$ cat src/rtl/cau_pkg.sv
`default_nettype none
// ----------------------------------------------------------------------------
// cau_pkg
// Shared types, constants and the saturation helper of the complex ALU.
// ----------------------------------------------------------------------------
package cau_pkg;

	typedef enum logic [2:0] {
		KIND_ADD  = 3'd0,
		KIND_SUB  = 3'd1,
		KIND_MUL  = 3'd2,
		KIND_DIV  = 3'd3,
		KIND_NEG  = 3'd4,
		KIND_ID   = 3'd5,
		KIND_MAG  = 3'd6,
		KIND_CONJ = 3'd7
	} kind_t;

	localparam int unsigned DEFAULT_FRAC_BITS = 16;

	// queue between front and back
	localparam int unsigned QDEPTH = 4;
	localparam int unsigned QPTR_W = 2;

	// quotient bits developed by the divider, square root steps
	localparam int unsigned QUO_W      = 33;
	localparam int unsigned SQRT_STEPS = 32;

	// classified item handed from front to back
	typedef struct packed {
		kind_t              kind;
		logic signed [31:0] a_re;
		logic signed [31:0] a_im;
		logic signed [31:0] b_re;
		logic signed [31:0] b_im;
		logic signed [31:0] sq_x;
		logic signed [31:0] sq_y;
	} cau_item_t;

	typedef struct packed {
		logic signed [31:0] val;
		logic               sat;
	} sat_res_t;

	localparam logic signed [65:0] SAT_MAX = 66'sd2147483647;
	localparam logic signed [65:0] SAT_MIN = -66'sd2147483648;

	function automatic sat_res_t sat32(input logic signed [65:0] v);
		sat_res_t r;
		r.val = v[31:0];
		r.sat = 1'b0;
		if (v > SAT_MAX) begin
			r.val = 32'sh7FFF_FFFF;
			r.sat = 1'b1;
		end else if (v < SAT_MIN) begin
			r.val = 32'sh8000_0000;
			r.sat = 1'b1;
		end
		return r;
	endfunction

endpackage
`default_nettype wire

$ cat src/rtl/cau_front.sv
`default_nettype none
// ----------------------------------------------------------------------------
// cau_front
// Accepts input transactions, decodes the operation and picks the operands
// of the squaring multipliers, then hands the item to the queue.
// ----------------------------------------------------------------------------
module cau_front (
	input  wire logic              clk,
	input  wire logic              arst_n,
	input  wire logic              s_tvalid,
	output logic                   s_tready,
	input  wire logic [127:0]      s_tdata,  // a_re, a_im, b_re, b_im
	input  wire logic [2:0]        s_tuser,  // kind
	output logic                   q_valid,
	input  wire logic              q_ready,
	output cau_pkg::cau_item_t     q_item
);
	import cau_pkg::*;

	logic      vld_s1;
	cau_item_t item_s1;
	cau_item_t item_d;

	always_comb begin
		item_d.kind = kind_t'(s_tuser);
		item_d.a_re = s_tdata[31:0];
		item_d.a_im = s_tdata[63:32];
		item_d.b_re = s_tdata[95:64];
		item_d.b_im = s_tdata[127:96];
		// magnitude squares the first operand, divide squares the second
		if (item_d.kind == KIND_MAG) begin
			item_d.sq_x = item_d.a_re;
			item_d.sq_y = item_d.a_im;
		end else begin
			item_d.sq_x = item_d.b_re;
			item_d.sq_y = item_d.b_im;
		end
	end

	assign s_tready = !vld_s1 || q_ready;
	assign q_valid  = vld_s1;
	assign q_item   = item_s1;

	always_ff @(posedge clk or negedge arst_n) begin
		if (!arst_n) begin
			vld_s1 <= 1'b0;
		end else if (s_tready) begin
			vld_s1 <= s_tvalid;
		end
	end

	always_ff @(posedge clk) begin
		if (s_tready && s_tvalid) begin
			item_s1 <= item_d;
		end
	end

endmodule
`default_nettype wire

$ cat config.mk
export PLATFORM = sky130hd
export DESIGN_NAME = cau_front
export DESIGN_NICKNAME = d
export VERILOG_FILES = /design/src/rtl/cau_pkg.sv /design/src/rtl/cau_front.sv
export SDC_FILE = /design/constraint.sdc
export NUM_CORES = 1
export LEC_CHECK = 0
export ABC_AREA = 1
export BUFFER_PORTS_ARGS = -buffer_cell sky130_fd_sc_hd__buf_2
export CORE_AREA = 2 2 128 130
export CTS_CLUSTER_DIAMETER = 120
export DETAILED_ROUTE_END_ITERATION = 8
export DIE_AREA = 0 0 130 132
export GPL_ROUTABILITY_DRIVEN = 0
export GPL_TIMING_DRIVEN = 0
export PLACE_DENSITY = 0.85
export SKIP_CTS_REPAIR_TIMING = 1
export SYNTH_ARGS = -nofsm -noshare
export SYNTH_HDL_FRONTEND = slang
export SYNTH_SLANG_ARGS = --single-unit
export TNS_END_PERCENT = 10
$ cat constraint.sdc
create_clock -name clk -period 14.7 [get_ports clk]
set_clock_uncertainty 0.2 [all_clocks]
set_input_delay 2.94 -clock clk [delete_from_list [all_inputs] [get_ports clk]]
set_output_delay 2.94 -clock clk [all_outputs]
set_load 0.005 [all_outputs]
### Word-level counts from Yosys, hierarchy flattened

Index checks and enable logic that the tools add are counted.

| word-level totals | value |
|---|---|
| output and inout port bits | 197 |
| word-level logic and storage cells | 13 |
| register bits | 196 |

| cells by class | value |
|---|---|
| eq/ne operators | 1 |
| reductions and logical operators | 3 |
| mux-type cells | 1 |

Operator list:

| kind | count |
|---|---|
| 2-to-1 mux 64 bit | 1 |
| equality test 3 bit (second input constant) | 1 |
| logical AND 1 bit | 1 |
| logical NOT 1 bit | 1 |
| logical OR 1 bit | 1 |

### Depth between registers and ports, before layout

| depth | value |
|---|---|
| depth after elaboration | 3 |
| depth in mapped cells | 5 |

### Least setup slack after synthesis

OpenSTA, ideal clock, no wires.

| path | value |
|---|---|
| path type | in2reg |
| from | in s_tvalid |
| to | reg item_s1, in the netlist q_item[0] (enable) |
| stages | 2 |
| setup slack | 1.341 ns |
| arrival time | 12.345 ns |
| cell sequence | inv_1 a21oi_1 |

| between the ends | value |
|---|---|
| longest elaborated chain between the ends | 1 |

Ends and longest elaborated chain:

| what | line | source |
|---|---|---|
| start, declared | cau_front.sv:10 | `input wire logic s_tvalid,` |
| logical AND 1 bit | cau_front.sv:53 | `if (s_tready && s_tvalid) begin` |
| end signal, assigned | cau_front.sv:54 | `item_s1 <= item_d;` |
| end, declared | cau_front.sv:21 | `cau_item_t item_s1;` |

No other way between the ends.
A chain may end at the register's enable or synchronous reset.

### Worst setup path after layout

| path | value |
|---|---|
| from | in q_ready |
| to | out s_tready |

| between the ends | value |
|---|---|
| longest elaborated chain between the ends | 1 |

Ends and longest elaborated chain:

| what | line | source |
|---|---|---|
| start, declared | cau_front.sv:15 | `input wire logic q_ready,` |
| logical OR 1 bit | cau_front.sv:40 | `assign s_tready = !vld_s1 \|\| q_ready;` |
| end, declared | cau_front.sv:11 | `output logic s_tready,` |

No other way between the ends.

==> results.yml <==
place:
  numPortBuffers: 331
  place_hpwl_um: 13300
  detailedPlace.worstSlack_ns: 8.20
  post_dp_cell_area_um2: 9210
yosys:
  synth-seq-area-share: 0.828
  synthCells: 422
  syn_avg_cell_area_um2: 16.8
  synth_cell_type_count: 10
  synth_area_um2: 7100
  ys_ff_latch: 196
  synth_nets: 557
  ys_warn_count: 0
global_route:
  antenna_found_initial: 4
  overflow: 0
  grt_use_total: 0.207
  first_global_vias: 5098
  grt_pass1_wl_um: 26800
  grt_max_degree: 31
clocking:
  clock_sinks: 196
  root_buffer: "clkbuf_16"
  h-tree-depth: 4
  cts_made_buffers: 17
  clockBufferDepth: 2
  cts_tree: "built"
  clk_pin_slew_ns: 0.07
  insertion_delay_ns: 0.42
worst_hold_path:
  worstHoldStart: "q_valid$_DFFE_PN0P_"
  holdCritPathClass: "reg -> reg"
  hold_path_depth: 2
critical_path:
  required_ns: 11.56
  cp_common_cell: "buf_2"
  worstSetupEndpointType: "primary output"
  crit_path_start: "q_ready"
  cp.arrival_ns: 3.35
  r2r_start: "q_valid$_DFFE_PN0P_"
  worstPathCellList: "buf_2 > inv_1 > nand2_1 > buf_2"
  crit_path_max_fanout: 2
  cpMaxStageDelayCell: "buf_2"
  worst_setup_path_start_kind: "input port"
  crit_type: "in -> out"
  r2r.worst_path.cells: 5
  critPathMaxStageDelay_ns: 0.13
sta:
  fin_crit_ns: 6.49
  hold_viol_final: 0
  maxSlewHeadroom: 0.501
  setup_viol: 0
  fmax_mhz: 154
  finalCritPeriodShare: 0.442
  finalSetupTns_ns: 0
  setup_ws_ns: 8.21
  drv_slew: 0
  rsz0062_at_grt: "no"
  tightest_slew_ns: 0.747
die:
  die_x_um: 130
  design.core.area_um2: 15700
  die_h_um: 132
  start_util: 0.452
  rows: 46
  die_area_um2: 17200
  ios: 332
outcome:
  status: "complete, no violations"
final_layout:
  design_area_um2: 9790
  layout.nets: 914
  drive_gt1_frac: 0.504
  area_growth_pct: 37.9
route:
  drc_errors: 0
  ant_nets: 0
  vias_per_cell: 5.02
  drt_first_iter_violations: 332
  post_drt_wl_per_cell_um: 17.7
  dr.pass1.iters: 5
  vias: 5068
  wirelength_um: 17900
pwr:
  peakVddDrop_uv: 80.7
  p_total_uw: 1220
  leakagePower_uw: 0.00426
  p_per_area_nw_per_um2: 125
run:
  maxCapViolCount: 0
## cell usage in the layout (no fill, tap or decap)
cell type     n
a21oi_4       1
buf_12        3
buf_16        4
buf_2       331
buf_4         1
buf_6        26
bufinv_16     1
clkbuf_1      1
clkbuf_16    17
clkinv_2      2
clkinv_4      5
clkinv_8      1
clkinvlp_4    1
dfrtp_1       1
diode_2       2
edfxtp_1    195
inv_1         2
inv_2         1
inv_6         2
inv_8         2
nand2_1     130
nand3_4       1
nand4_1      64
## worst max-delay path: cells and delay by family
kind                   cells  cell delay, ns
buffers and inverters      3            0.33
AND/OR/NAND/NOR            1            0.08
## cells in the mapped netlist (all sizes together)
master  instances  area, um^2
nand3           1        17.5
edfxtp        195        5860
buf            27         300
a21oi           1        5.00
nand4          64         400
inv             3        11.3
dfrtp           1        25.0
nand2         130         488
## state kept, by name (all words and copies together), names as in the netlist
register	count
q_valid	1
q_item	195
## path summary, 6_finish.rpt
| path | end | slack [ns] |
|---|---|---|
| setup / recovery | s_tready | 8.21 |
| hold / removal | q_valid$_DFFE_PN0P_ | 0.39 |
| setup reg to reg | q_item[61]$_DFFE_PP_ | 12.24 |
| hold reg to reg | q_valid$_DFFE_PN0P_ | 0.39 |
| max in group asynchronous | q_valid$_DFFE_PN0P_ | 12.14 |
| min in group asynchronous | q_valid$_DFFE_PN0P_ | 2.08 |
## metrics by stage
stage / std cells / hold slack, ns / utilization
after floorplan: 422 / 0.328 / -
after global placement: 969 / 0.294 / 0.575
after detailed placement: 976 / 0.385 / 0.586
after CTS: 1008 / 0.402 / 0.623
after global routing: 1009 / 0.438 / 0.623
final: 1010 / 0.392 / 0.623
## kinds of logic (layout without fill, tap and decap cells)
logic type,count (synthesis),count (layout),share of synthesized area
buffers and inverters,30,400,0.0439
AOI/OAI and AO/OA,1,1,0.000704
other,0,2,0
DFF,196,196,0.828
and+or+nand+nor,195,195,0.128
## layer usage
layer | vias up | routed length [um] | global-route usage
li1 | 2318 | - | -
met1 | 2391 | 6270 | 0.229
met2 | 311 | 9170 | 0.350
met3 | 44 | 1810 | 0.0824
met4 | 4 | 603 | 0.0908
met5 | - | 26 | 0
## power by group
group | switching, uW | internal (uW)
Clock | 208 | 239
Combinational | 63.9 | 51.1
Sequential | 7.37 | 654
## area by class of cell
type / count / area (um^2)
sequential: 196 / 5880
buffer: 27 / 300
clock inverter: 14 / 148
tap: 216 / 270
antenna: 2 / 5.00
inverter: 3 / 11.3
clock buffer: 18 / 429
timing repair buffer: 338 / 1830
multi-input combinational: 196 / 922
fill: 1176 / 5920
Power figures use the tool's default switching activity.
