`config.mk`:
```
export PLATFORM = sky130hd
export DESIGN_NAME = cau_queue
export DESIGN_NICKNAME = d
export VERILOG_FILES = /design/src/rtl/cau_pkg.sv /design/src/rtl/cau_queue.sv
export SDC_FILE = /design/constraint.sdc
export NUM_CORES = 1
export LEC_CHECK = 0
export BUFFER_PORTS_ARGS = -buffer_cell sky130_fd_sc_hd__buf_4
export CELL_PAD_IN_SITES_DETAIL_PLACEMENT = 1
export CELL_PAD_IN_SITES_GLOBAL_PLACEMENT = 2
export CORE_UTILIZATION = 45
export DETAILED_ROUTE_END_ITERATION = 6
export GPL_TIMING_DRIVEN = 0
export PLACE_DENSITY_LB_ADDON = 0.1
export SLEW_MARGIN = 5
export SYNTH_ARGS = -nofsm -noshare
export SYNTH_HDL_FRONTEND = slang
export SYNTH_SLANG_ARGS = --single-unit
```
`constraint.sdc`:
```
create_clock -name clk -period 13.9 [get_ports clk]
set_clock_uncertainty 0.05 [all_clocks]
set_input_delay 0.695 -clock clk [delete_from_list [all_inputs] [get_ports clk]]
set_output_delay 0.695 -clock clk [all_outputs]
set_load 0.1 [all_outputs]
```
`src/rtl/cau_pkg.sv`:
```
`default_nettype none
// ----------------------------------------------------------------------------
// cau_pkg
// Shared types, constants and the saturation helper of the complex ALU.
// ----------------------------------------------------------------------------
package cau_pkg;

	typedef enum logic [2:0] {
		KIND_ADD  = 3'd0,
		KIND_SUB  = 3'd1,
		KIND_MUL  = 3'd2,
		KIND_DIV  = 3'd3,
		KIND_NEG  = 3'd4,
		KIND_ID   = 3'd5,
		KIND_MAG  = 3'd6,
		KIND_CONJ = 3'd7
	} kind_t;

	localparam int unsigned DEFAULT_FRAC_BITS = 16;

	// queue between front and back
	localparam int unsigned QDEPTH = 4;
	localparam int unsigned QPTR_W = 2;

	// quotient bits developed by the divider, square root steps
	localparam int unsigned QUO_W      = 33;
	localparam int unsigned SQRT_STEPS = 32;

	// classified item handed from front to back
	typedef struct packed {
		kind_t              kind;
		logic signed [31:0] a_re;
		logic signed [31:0] a_im;
		logic signed [31:0] b_re;
		logic signed [31:0] b_im;
		logic signed [31:0] sq_x;
		logic signed [31:0] sq_y;
	} cau_item_t;

	typedef struct packed {
		logic signed [31:0] val;
		logic               sat;
	} sat_res_t;

	localparam logic signed [65:0] SAT_MAX = 66'sd2147483647;
	localparam logic signed [65:0] SAT_MIN = -66'sd2147483648;

	function automatic sat_res_t sat32(input logic signed [65:0] v);
		sat_res_t r;
		r.val = v[31:0];
		r.sat = 1'b0;
		if (v > SAT_MAX) begin
			r.val = 32'sh7FFF_FFFF;
			r.sat = 1'b1;
		end else if (v < SAT_MIN) begin
			r.val = 32'sh8000_0000;
			r.sat = 1'b1;
		end
		return r;
	endfunction

endpackage
`default_nettype wire

```
`src/rtl/cau_queue.sv`:
```
`default_nettype none
// ----------------------------------------------------------------------------
// cau_queue
// Short first-in first-out queue of classified items between front and back.
// ----------------------------------------------------------------------------
module cau_queue (
	input  wire logic              clk,
	input  wire logic              arst_n,
	input  wire logic              push_valid,
	output logic                   push_ready,
	input  wire cau_pkg::cau_item_t push_item,
	output logic                   pop_valid,
	input  wire logic              pop_ready,
	output cau_pkg::cau_item_t     pop_item
);
	import cau_pkg::*;

	cau_item_t         mem_q [QDEPTH];
	logic [QPTR_W-1:0] wr_ptr_q;
	logic [QPTR_W-1:0] rd_ptr_q;
	logic [QPTR_W:0]   cnt_q;
	logic              do_push;
	logic              do_pop;

	assign push_ready = cnt_q != (QPTR_W + 1)'(QDEPTH);
	assign pop_valid  = cnt_q != '0;
	assign pop_item   = mem_q[rd_ptr_q];
	assign do_push    = push_valid && push_ready;
	assign do_pop     = pop_valid && pop_ready;

	always_ff @(posedge clk or negedge arst_n) begin
		if (!arst_n) begin
			wr_ptr_q <= '0;
			rd_ptr_q <= '0;
			cnt_q    <= '0;
		end else begin
			if (do_push) wr_ptr_q <= wr_ptr_q + 1'b1;
			if (do_pop)  rd_ptr_q <= rd_ptr_q + 1'b1;
			if (do_push && !do_pop) begin
				cnt_q <= cnt_q + 1'b1;
			end else if (do_pop && !do_push) begin
				cnt_q <= cnt_q - 1'b1;
			end
		end
	end

	always_ff @(posedge clk) begin
		if (do_push) begin
			mem_q[wr_ptr_q] <= push_item;
		end
	end

endmodule
`default_nettype wire

```
**Word level (Yosys, flattened, before mapping)**

Memory sizes are Yosys's and may differ from the RTL's.
Index checks and enable logic that the tools add are counted.

- Add/sub/neg operators: 4
- Equal/unequal tests: 1
- Muxes and demuxes: 4
- Reductions and logical operators: 8

Operators with widths:

| cell | count |
|---|---|
| 3-bit two-way mux | 2 |
| 2-bit by 1-bit adder with 2-bit output, second input constant | 2 |
| 1-bit logical AND | 4 |
| 3-bit by 1-bit adder with 3-bit output, second input constant | 1 |
| 3-bit inequality test, second input constant | 1 |
| 3-bit nonzero test | 1 |
| 3-bit by 1-bit subtractor with 3-bit output, second input constant | 1 |
| 1-bit zero test | 2 |
| 1-bit two-way mux | 2 |
| 2-bit nonzero test | 1 |

- Bits in registers: 7
- RAM bits: 780
- Bits of input ports: 199
- Output and inout bits: 197
- Word-level logic and storage cells: 21
- Memories: 1

Memory list:

| name | words | width | read ports | clocked after memory_dff | write ports | RTL line | text |
|---|---|---|---|---|---|---|---|
| mem_q | 4 | 195 | 1 | 0 | 1 | cau_queue.sv:18 | `cau_item_t mem_q [QDEPTH];` |

**Longest topological paths before layout**

Gate-level depths: netlist (run 1).

- Depth after elaboration: 6
- Mapped depth: 8
- Depth with buffers taken out: 8

**Worst setup path before layout (run 1)**

Ideal clock, no wire load.

- Kind: input -> register
- Start point: in push_valid
- End point: mem mem_q[0][0] (netlist name) (enable)
- Setup time: 0.579 ns
- Data arrival time: 5.445 ns
- Data required time: 13.271 ns
- Path slack: 7.826 ns
- Cell stages on the path: 2
- Buffers on the path: 0
- Cells stage by stage: a21boi_2 -> and2_1

- Longest elaborated chain between the ends: 3

RTL lines:

| element | RTL line | text |
|---|---|---|
| from (decl) | cau_queue.sv:9 | `input wire logic push_valid,` |
| 1-bit logical AND | cau_queue.sv:28 | `assign do_push = push_valid && push_ready;` |
| 1-bit two-way mux | cau_queue.sv:48 | `if (do_push) begin` |
| 1-bit two-way mux (implied by the code) | cau_queue.sv:49 | `mem_q[wr_ptr_q] <= push_item;` |
| to (decl) | cau_queue.sv:18 |  |

No other way between the ends.

==> summary.md, run 1 <==
| Metric | Value |
|---|---|
| Antenna violations before repair | 8 |
| Syn Inst Count | about 1100 |
| Setup_tns | 0 ps |
| First-pass GRT wire length | 90900 µm |
| Vias in the first global route | 14100 |
| Worst EP arrival | between 2000 and 3000 ps |
| Commonest non-fill, non-tap cell in the layout | edfxtp_1 |
| Routed via count | roughly 13000 |
| 1st-iter DRT viols | about 680 |
| Req. time, crit path | 13150 ps |
| Clk_lat worst skew | 610 ps |
| Critical path's largest stage delay | 710 ps |
| Synth cell types | 18 |
| Bufs and invs on worst path | 4 |
| Hold_ws | around 230 ps |
| Mapped cell area | between 20000 and 30000 µm² |
| Final setup fails | 0 |
| Multi-input gate area | around 4600 µm² |
| Worst path slowest cell | clkbuf_1 |
| P&R area growth vs syn | 25.0% |
| Avg WL per Cell | 25.4 µm |
| Setup Fix Bufs, Post-CTS | 0 |
| Input/output buffers | slightly below 400 |
| WS Path Type | flip-flop to primary output |
| FP Rows | 91 |
| Status | completed |
| Sequential area share after synthesis | 0.827 |
| Pre-antenna DRT Iters | 5 |
| Total CTS buffers | between 80 and 90 |
| Root Driver | clkbuf_16 |
| Top cell by count, worst path | buf_2 |
| Largest net degree at the start of global routing | 50 |
| WL final | a little over 60000 µm |
| # nets final | 1754 |
| Height of the die | 254 µm |
| Antenna violation net count after detailed routing | 0 |
| H-tree depth | 3 |
| F_max | 0.268 GHz |
| Final min period | between 3000 and 4000 ps |
| Gr ovfl total | 0 |
| Max_cap viols | 0 |
| Post-Syn Nets | about 1300 |
| Most frequent cells in the layout | edfxtp_1, buf_4, mux4_2 |
| Post-DR vias/cell | between 5 and 6 |
| Share of cells above drive strength 1 | 0.475 |
| Die width | between 200 and 300 µm |
| Top-Level Pins | ~400 |
| Unrepaired setup endpoints after global routing | no |
| Worst path top cell family by delay | buffers and inverters |
| Crit end category | primary output |
| GPL Wtd Cong | 0.716 |
| Crit share post-route | 0.269 |
| Tot GR Track Use | 0.196 |
| DP HPWL | 40000 µm |
| Cells along the critical path | buf_2 > clkbuf_1 > buf_2 > mux4_2 > buf_4 |
| FILL cells | 5203 |
| Crit Path Max Fanout | 10 |
| DIE AREA | between 60000 and 70000 µm² |
| Register area | between 20000 and 25000 µm² |
| Yosys Warn Count | 0 |
| Synthesized area per cell | ~27 µm² |
| Core area | slightly above 60000 µm² |
| CTS sink cnt | between 700 and 800 |
| Final Hold Viols | 0 |
| Clock transition at path regs | around 60 ps |
| Bufs on Longest Clock Path | 3 |
| CTS tree | done |
| Initial Util | 0.459 |
| HP Class | primary input to flip-flop |
| Startpoint types | flip-flop |
| Worst-margin pin slew | ~900 ps |
| DRC | 0 |
| Max_slew headroom | 0.398 |
| Max-slew violations | 0 |
| Synth Register Bits | 787 |
-- stage by stage --
stage	cells	utilization	setup WS, ps	instance area, µm²
finish	2450	0.574	10170	35700
global route	2449	0.574	9990	35700
CTS	2448	0.574	10010	35700
detailed placement	2302	0.531	10690	33000
global placement	2286	0.524	3550	32500
floorplan	1054	-	7830	28500
-- flip-flops by register name (all words and copies together) (netlist names) --
name,count
wr_ptr_q,2
mem_q,780
cnt_q,3
rd_ptr_q,2
-- cells in the mapped netlist, drive strengths merged --
master / number / share of area
ha: 5 / 0.0022
or3: 1 / 0.00022
and2: 4 / 0.00088
dfrtp: 7 / 0.0061
nor2: 2 / 0.00026
inv: 3 / 0.00039
clkbuf: 6 / 0.00079
xnor2: 4 / 0.0012
nand3: 1 / 0.00018
a21boi: 1 / 0.00039
nand2: 2 / 0.00026
xor2: 2 / 0.00061
buf: 38 / 0.010
fa: 1 / 0.00070
edfxtp: 780 / 0.82
mux4: 195 / 0.15
mux2: 2 / 0.00079
-- cells by family (layout without fill, tap and decap cells) --
logic type | after synthesis | count (layout) | share of synthesized area
AOI/OAI and AO/OA | 1 | 1 | 0.000395
xor gates and xnor gates | 6 | 6 | 0.00184
adders and majority gates | 6 | 6 | 0.00289
buffers and inverters | 47 | 604 | 0.0114
DFF | 787 | 787 | 0.827
muxes | 197 | 197 | 0.155
other | 0 | 2 | 0
and+or+nand+nor | 10 | 10 | 0.00180
-- area by class of cell --
type / count / area share
tap: 837 / 0.0294
buffer: 44 / 0.00877
multi-input combinational: 220 / 0.130
sequential: 787 / 0.662
timing repair buffer: 412 / 0.0956
clock inverter: 44 / 0.0129
clock buffer: 101 / 0.0616
antenna: 2 / 0.000140
inverter: 3 / 0.000316
-- timing repair --
action                                 4_1_cts  5_1_grt
resized for setup                            0        0
hold buffers                                 1        0
endpoints found under the hold margin        7        0
-- routing by layer --
metal | wire length, µm | global-route usage
met2 | 31900 | 0.323
met5 | 73 | 0
met4 | 1160 | 0.0539
met1 | 24100 | 0.245
met3 | 5070 | 0.0693
-- worst paths after layout --
| path | end | from | cells after the start | slack, ps |
|---|---|---|---|---|
| min reg2reg | cnt_q[2] | cnt_q[2] | 1 | 480 |
| min | mem_q[0][84] | push_item[84] | 1 | 230 |
| max in group asynchronous | cnt_q[1] | arst_n | 2 | 13260 |
| min in group asynchronous | rd_ptr_q[1] | arst_n | 2 | 410 |
| max | pop_item[56] | rd_ptr_q[1] | 5 | 10170 |
| max reg2reg | mem_q[0][93] | cnt_q[0] | 5 | 11270 |
Power of run 1 is left out: the tool's default activity adds up to more than one toggle a clock period on the data nets, which glitch-free logic cannot reach.
==> inputs of run 2 (changes only) <==
--- a/config.mk
+++ b/config.mk
@@ -8,7 +8,7 @@
 export BUFFER_PORTS_ARGS = -buffer_cell sky130_fd_sc_hd__buf_4
 export CELL_PAD_IN_SITES_DETAIL_PLACEMENT = 1
 export CELL_PAD_IN_SITES_GLOBAL_PLACEMENT = 2
-export CORE_UTILIZATION = 45
+export CORE_UTILIZATION = 41
 export DETAILED_ROUTE_END_ITERATION = 6
 export GPL_TIMING_DRIVEN = 0
 export PLACE_DENSITY_LB_ADDON = 0.1
==> constraint.sdc (replaced) <==
create_clock -name clk -period 3.4 [get_ports clk]
set_clock_uncertainty 0.05 [all_clocks]
set_input_delay 0.17 -clock clk [delete_from_list [all_inputs] [get_ports clk]]
set_output_delay 0.17 -clock clk [all_outputs]
set_load 0.1 [all_outputs]
==> run 2 against run 1 <==
Compared with the run above:
- final area is 5.9% higher
- die area rose by 9.7%
- register-to-register slack got worse by 11000 ps
- critical path type unchanged
- highest routed layer unchanged
- sequential cell count is the same
- critical path depth unchanged
==> summary.md, run 2 (synthesis results as in run 1) <==
| Metric | Value |
|---|---|
| FP Rows | 96 (+5.5%) |
| Routed via count | 13600 (+6.7%) |
| F_max | between 0.3 and 0.4 GHz |
| Initial Util | 0.415 (-0.0437) |
| Largest net degree at the start of global routing | 51 (+2.0%) |
| DIE AREA | 70700 µm² (+9.7%) |
| HP Start | push_item[66] |
| Crit end category | primary output |
| Pre-CTS WS | 665 ps (-10020 ps) |
| HP Class | primary input to flip-flop |
| Final core occ | 0.550 (-0.0240) |
| Final min period | between 3000 and 4000 ps |
| # nets final | 1955 (+11%) |
| Worst hold stages | 2 (+1) |
| Setup Fix Bufs, Post-CTS | 0 (unchanged) |
| WL final | 64200 µm (+3.2%) |
| Max reg flops | 780 (unchanged) |
| GPL Wtd Cong | 0.688 (-3.9%) |
| Final setup margin | 339 ps (-9830 ps) |
| Final Hold Viols | 0 (unchanged) |
| DRC | 0 (unchanged) |
| H-tree depth | 3 (unchanged) |
| Reg2reg start | cnt_q[1] |
| Unrepaired setup endpoints after global routing | no |
| R2r worst-path depth | 5 (unchanged) |
| Most flops, register | mem_q |
| Root Driver | clkbuf_16 |
| Antenna violation net count after detailed routing | 0 (unchanged) |
| Input/output buffers | 395 (unchanged) |
| Antenna violations before repair | 7 (-1) |
| R2R Setup Slk | 750 ps (-10520 ps) |
| Top-Level Pins | 396 (unchanged) |
| First-pass GRT wire length | 94600 µm (+4.1%) |
| Commonest non-fill, non-tap cell in the layout | edfxtp_1 |
| Total CTS buffers | 83 (+2.5%) |
| Tot GR Track Use | 0.182 (-0.0139) |
| Crit Path Max Fanout | 10 (unchanged) |
| Gr ovfl total | 0 (unchanged) |
| Top Registers | mem_q: 780 flops, cnt_q: 3 flops |
| Hold_ws | 243 ps (+15.8 ps) |
| Inst Count DP | 2397 (+4.1%) |
| FILL cells | 5952 (+14%) |
| Vias in the first global route | 15100 (+7.0%) |
| Req. time, crit path | 3180 ps (-9970 ps) |
| Core area | 68700 µm² (+11%) |
| Die width | 266 µm (+4.7%) |
| Max-slew violations | 0 (unchanged) |
| Worst-margin pin slew | 789 ps (-115 ps) |
| P&R area growth vs syn | 32.3% |
| Bufs on Longest Clock Path | 3 (unchanged) |
| CTS sink cnt | 787 (unchanged) |
| DP HPWL | 40200 µm (+0.56%) |
| Max_slew headroom | 0.474 (+0.0765) |
| Endpoint, Worst Hold | mem_q[3][66] |
| Critical path startpoint | rd_ptr_q[1] |
| Share of cells above drive strength 1 | 0.423 (-0.0528) |
| Worst EP arrival | 2840 ps (-150 ps) |
| Clock transition at path regs | 60 ps (about the same) |
| Most frequent cells in the layout | edfxtp_1, buf_4, dlygate4sd3_1 |
| Crit share post-route | 0.900 |
| FF-to-FF End | mem_q[2][73] |
| Final setup fails | 0 (unchanged) |
| Startpoint types | flip-flop |
| Final Non-Filler Cells | 2752 (+12%) |
| Post-DR vias/cell | 4.95 (-5.0%) |
| Clk_lat worst skew | 600 ps (about the same) |
| Avg WL per Cell | 23.3 µm (-8.2%) |
| Pre-antenna DRT Iters | 4 (-1) |
| Height of the die | 266 µm (+4.7%) |
| 1st-iter DRT viols | 797 (+18%) |
| Status | completed |
| Max_cap viols | 0 (unchanged) |
| WS Path Type | flip-flop to primary output |
| CTS tree | done |
[run 2: cell types whose count changed in the layout (fill, tap and decap cells not counted), moves of 2 or more]
| cell | previous run | this run |
|---|---|---|
| dlygate4sd3_1 | 1 | 199 |
| clkinv_2 | 16 | 10 |
| buf_12 | 1 | 6 |
| clkbuf_1 | 21 | 26 |
| buf_16 | 15 | 11 |
| bufinv_16 | 10 | 7 |
| clkinvlp_4 | 1 | 4 |
| clkinv_4 | 0 | 2 |
| clkinv_8 | 0 | 2 |
| diode_2 | 2 | 4 |
| inv_6 | 2 | 4 |
[run 2: metrics by stage]
stage | area, µm² | setup TNS, ps
final | 37800 | 0
after global routing | 37800 | 0
after CTS | 37800 | 0
after detailed placement | 33100 | 0
after global placement | 32700 | -2055590
after floorplan | 28500 | -210010
[run 2: how the worst max path moves through the flow]
stage                               end  slack [ps]  cells past startpoint
final                      pop_item[56]         340                      5
after global routing      pop_item[109]         120                      5
after CTS                 pop_item[105]         100                      5
after detailed placement   mem_q[2][76]         670                      5
after global placement     mem_q[0][80]       -2690                      3
after floorplan             mem_q[0][0]        -270                      3
[run 2: cell type report]
type / instances / area, µm² / area share
diodes: 4 / 10.0 / 0.000265
plain buffers: 44 / 313 / 0.00828
clock buffers: 107 / 2230 / 0.0590
clock inverters: 45 / 435 / 0.0115
inverters: 3 / 11.3 / 0.000298
multi-input cells: 220 / 4620 / 0.122
flip-flops and latches: 787 / 23600 / 0.625
well taps: 931 / 1160 / 0.0308
repair buffers: 611 / 5380 / 0.142
[run 2: repair_timing]
action	4_1_cts	5_1_grt
resized for setup	0	0
hold endpoints to repair	791	0
hold buffers	199	0
[run 2: critical path, stage by stage, from the launching register on]
cell and delay [ps]:
dfrtp_1 310, buf_2 220, clkbuf_1 620, buf_2 450
mux4_2 360, buf_4 250
[run 2: layer usage]
layer  track usage  share of wire  vias up
li1              -              -     6009
met1         0.230           0.41     7193
met2         0.308           0.51      331
met3        0.0481          0.064       89
met4        0.0556          0.020        6
met5             0        0.00062        -
Power of run 2 is left out for the same reason.
